File: src/design/rpn_stack_calculator_defines.svh
// Assertion macros shared by the stack calculator RTL.
`ifndef RPN_STACK_CALCULATOR_DEFINES_SVH
`define RPN_STACK_CALCULATOR_DEFINES_SVH

`ifndef SYNTHESIS

// Checked at every rising clock edge except while reset is high.
`define RPN_ASSERT(label, prop, msg) \
   label: assert property (@(posedge clock) disable iff (reset) prop) else $error(msg);

// Checked at every rising clock edge, reset included.
`define RPN_ASSERT_ALWAYS(label, prop, msg) \
   label: assert property (@(posedge clock) prop) else $error(msg);

`else

`define RPN_ASSERT(label, prop, msg)
`define RPN_ASSERT_ALWAYS(label, prop, msg)

`endif

`endif

File: src/design/rpn_stack_mem.sv
// Stack storage: one write port and one registered read port.
module rpn_stack_mem #(
   parameter int unsigned DEPTH = 128,
   localparam int unsigned AW = $clog2(DEPTH)
) (
   input  logic          clock,
   input  logic          wr_en,
   input  logic [AW-1:0] wr_addr,
   input  logic [31:0]   wr_data,
   input  logic          rd_en,
   input  logic [AW-1:0] rd_addr,
   output logic [31:0]   rd_data
);

   logic [31:0] mem [DEPTH];
   logic [31:0] rd_data_ff;

   // Write and read share the clock; read data is registered and shows in the next cycle.
   always_ff @(posedge clock) begin
      if (wr_en) begin
         mem[wr_addr] <= wr_data;
      end
      if (rd_en) begin
         rd_data_ff <= mem[rd_addr];
      end
   end

   assign rd_data = rd_data_ff;

endmodule

File: config.mk
export PLATFORM = sky130hd
export DESIGN_NAME = rpn_stack_mem
export DESIGN_NICKNAME = d
export VERILOG_FILES = /design/src/design/rpn_stack_calculator_defines.svh /design/src/design/rpn_stack_mem.sv
export SDC_FILE = /design/constraint.sdc
export NUM_CORES = 2
export LEC_CHECK = 0
export BUFFER_PORTS_ARGS = -buffer_cell sky130_fd_sc_hd__buf_2
export CAP_MARGIN = 20
export CORE_UTILIZATION = 40
export CTS_CLUSTER_DIAMETER = 150
export DETAILED_ROUTE_END_ITERATION = 8
export SYNTH_ARGS = -nofsm -noshare
export SYNTH_HDL_FRONTEND = slang
export SYNTH_SLANG_ARGS = --single-unit
File: constraint.sdc
create_clock -name clock -period 4.4 [get_ports clock]
set_input_delay 0.44 -clock clock [delete_from_list [all_inputs] [get_ports clock]]
set_output_delay 0.44 -clock clock [all_outputs]
set_load 0.05 [all_outputs]
==> results.txt <==
Remaining DRCs = 4
Hold Path Depth = 1
CTS Buf Count = 400
Root Buffer = clkbuf_16
fin nets = 6547
kind of critical path = in -> reg
total power = 0.08121 W
CP Data Arrival Time = 3.64 ns
worst hold slack = 0.03709 ns
Worst R2R Start = mem[84][0]$_DFFE_PP_
Ys Warns = 0
dominant cells by area after synthesis = edfxtp_1, mux4_2, clkbuf_1, nor2_1, buf_2
vias in the first global route = 72512
Worst Path Max Fanout = 37
GPL Wtd Cong = 0.8178
Final Skew = 0.05815 ns
die span in x = 627.7 um
reg-to-reg critical path endpoint = rd_data[0]$_DFFE_PP_
pwr dens = 452.0 nW/um^2
buffer count from post-CTS setup fixing = 0
worst min-delay path startpoint = wr_data[23]
post-route ant nets = 0
post-synthesis sequential area ratio = 0.7916
post-CTS sizing = 0
Placed Area = 167000 um^2
Non-Filler Cell Area, Final = 179700 um^2
Clock Power Share = 0.408
Worst Path Required = 5.12 ns
Avg Cell Area, Syn = 26.14 um^2
DR iter-0 viols = 10460
Max IR drop VDD = 0.3847 mV
P_leak = 54.55 nW
PortBufs = 80
setup TNS = 0 ns
count of cell types in the netlist = 16
die area = 394000 um^2
Worst-Margin Slew = 1.181 ns
flop-to-flop setup slack = 1.59 ns
initial antenna violation count = 68
final WL = 437.9 mm
share of layout cells above drive strength 1 = 0.3620
GRT Util Overall = 0.2221
Detailed Routing Iterations Pass 1 = 7
Switching Share = 0.2175
Hold Crit Class = in -> reg
path depth of the worst reg2reg path = 4
max-slew violations = 0
Sequential Power Share = 0.537
CP endpoint kind = register
CP max stage delay = 0.70 ns
outcome = finished, violations left
final hold violation count = 0
vias per cell = 5.980
Final HPWL DP = 244.6 mm
slowest CP cell = mux4_2
Hold-fix buffers, CTS = 4
Int Power = 0.06355 W
Finish-stage setup viols = 0
clock sink total = 4128
core area = 389400 um^2
final worst path period share = 0.6649
Initial Util = 0.4022
CTS tree = yes
Seq cells post-synth = 4128
Yosys top cell area share = 0.7916
H-tree depth = 5
Netlist Area Pre-Place = 156600 um^2
Gate power share = 0.055
Overflow after GRT = 0
RSZ-0062 raised after global routing = false
Tmin final = 2.926 ns
largest net degree at the start of global routing = 115
Worst-path clk slew = 0.06 ns
Clock Tree Buf Depth = 4
I/O pins = 81
CP most frequent cell = mux4_2
failing checks = design-rule violations
largest area contributor in the netlist = edfxtp_1
Max Clk Rate = 0.3418 GHz
Util after Layout = 0.4614
die span in y = 627.7 um
Area growth, synth to finish = 14.73%
total number of vias = 72062
Clock Latency Late Sink = 0.97 ns
Max Cap Viol = 0
Critical path origin = rd_addr[0]
Psw = 0.01766 W
Critical Path Start Type = input port
first-pass GRT wire length = 600.8 mm
worst-case hold path end point = mem[32][23]$_DFFE_PP_
Synthesized Nets = 6039
Slew Limit Headroom = 0.2126
row cnt = 229
drt wl/cell = 36.33 um
CP Cell Sequence = buf_12 > buf_12 > buf_4 > mux4_2 > mux4_2 > mux4_2 > mux2_2
Syn Inst Count = 5990
-- cells by family (layout without fill, tap and decap cells) --
kind of cell | Yosys count | in the layout | share of synthesized area
and+or+nand+nor | 170 | 170 | 0.004450
DFF | 4128 | 4128 | 0.7916
muxes | 1376 | 1376 | 0.1956
buffers and inverters | 316 | 1155 | 0.008373
other | 0 | 25 | 0
-- power groups by stage --
stage	Clock (W)	Sequential (W)	Combinational (W)
floorplan	0	0.0445	0.00210
detailed placement	0	0.0445	0.00447
finish	0.0331	0.0436	0.00444
CTS	0.0336	0.0436	0.00447
global placement	0	0.0445	0.00439
global route	0.0350	0.0436	0.00460
-- through the flow --
stage	setup slack, ns	instances
floorplan	0.7213	5990
global route	1.421	12036
finish	1.474	12051
detailed placement	0.4687	11285
CTS	1.504	12022
global placement	0.4752	11284
-- final cells by class --
class                      count  area (um^2)
clock inverter               238         2024
fill                       31381       209700
multi-input combinational   1546        32290
timing repair buffer         422         4345
clock buffer                 495        10470
antenna                       25        62.56
sequential                  4128       124000
tap                         5197         6502
-- worst max path at each step --
stage                                 end  slack (ns)  cells past startpoint
floorplan            mem[98][0]$_DFFE_PP_        0.72                      3
global placement    rd_data[28]$_DFFE_PP_        0.48                      7
CTS                 rd_data[28]$_DFFE_PP_        1.50                      7
detailed placement  rd_data[28]$_DFFE_PP_        0.47                      7
global route        rd_data[28]$_DFFE_PP_        1.42                      7
finish              rd_data[28]$_DFFE_PP_        1.47                      7
-- registers in the layout (all words and copies together), names as in the netlist --
| register | cells |
|---|---|
| mem | 4096 |
| rd_data | 32 |
-- layer usage --
layer	vias to the layer above	routed length, um	global-route usage
met2	3638	213000	0.3574
li1	27527	-	-
met1	40272	169200	0.3057
met3	605	40290	0.04264
met5	-	133	0
met4	20	15310	0.07479
-- placed cells by master, fill, tap and decap left out, types with 6 or more instances in the layout --
| cell type | synthesis | final |
|---|---|---|
| clkbuf_1 | 182 | 90 |
| clkbuf_16 | 0 | 405 |
| nor3_2 | 0 | 9 |
| clkinv_1 | 0 | 98 |
| inv_6 | 0 | 7 |
| nand3_1 | 12 | 8 |
| bufinv_16 | 0 | 25 |
| mux4_2 | 1344 | 1344 |
| mux2_2 | 32 | 32 |
| nor2_4 | 0 | 119 |
| nand2_1 | 14 | 11 |
| diode_2 | 0 | 25 |
| buf_12 | 0 | 96 |
| clkinvlp_4 | 0 | 16 |
| nor2b_1 | 7 | 7 |
| edfxtp_1 | 4128 | 4128 |
| inv_16 | 0 | 6 |
| buf_2 | 79 | 42 |
| buf_4 | 3 | 272 |
| clkinv_2 | 0 | 74 |
| dlygate4sd3_1 | 0 | 6 |
-- critical path, delay by kind of cell --
kind,cells,cell delay [ns]
multiplexers,4,2.17
buffers and inverters,3,0.92
-- synth_stat cells --
master       n
buf_1       50
buf_2       79
buf_4        3
buf_6        2
clkbuf_1   182
edfxtp_1  4128
mux2_2      32
mux4_2    1344
nand2_1     14
nand2b_1     2
nand3_1     12
nand4_1      3
nor2_1     122
nor2b_1      7
nor3_1       9
or3_1        1
Power figures use the tool's default switching activity.
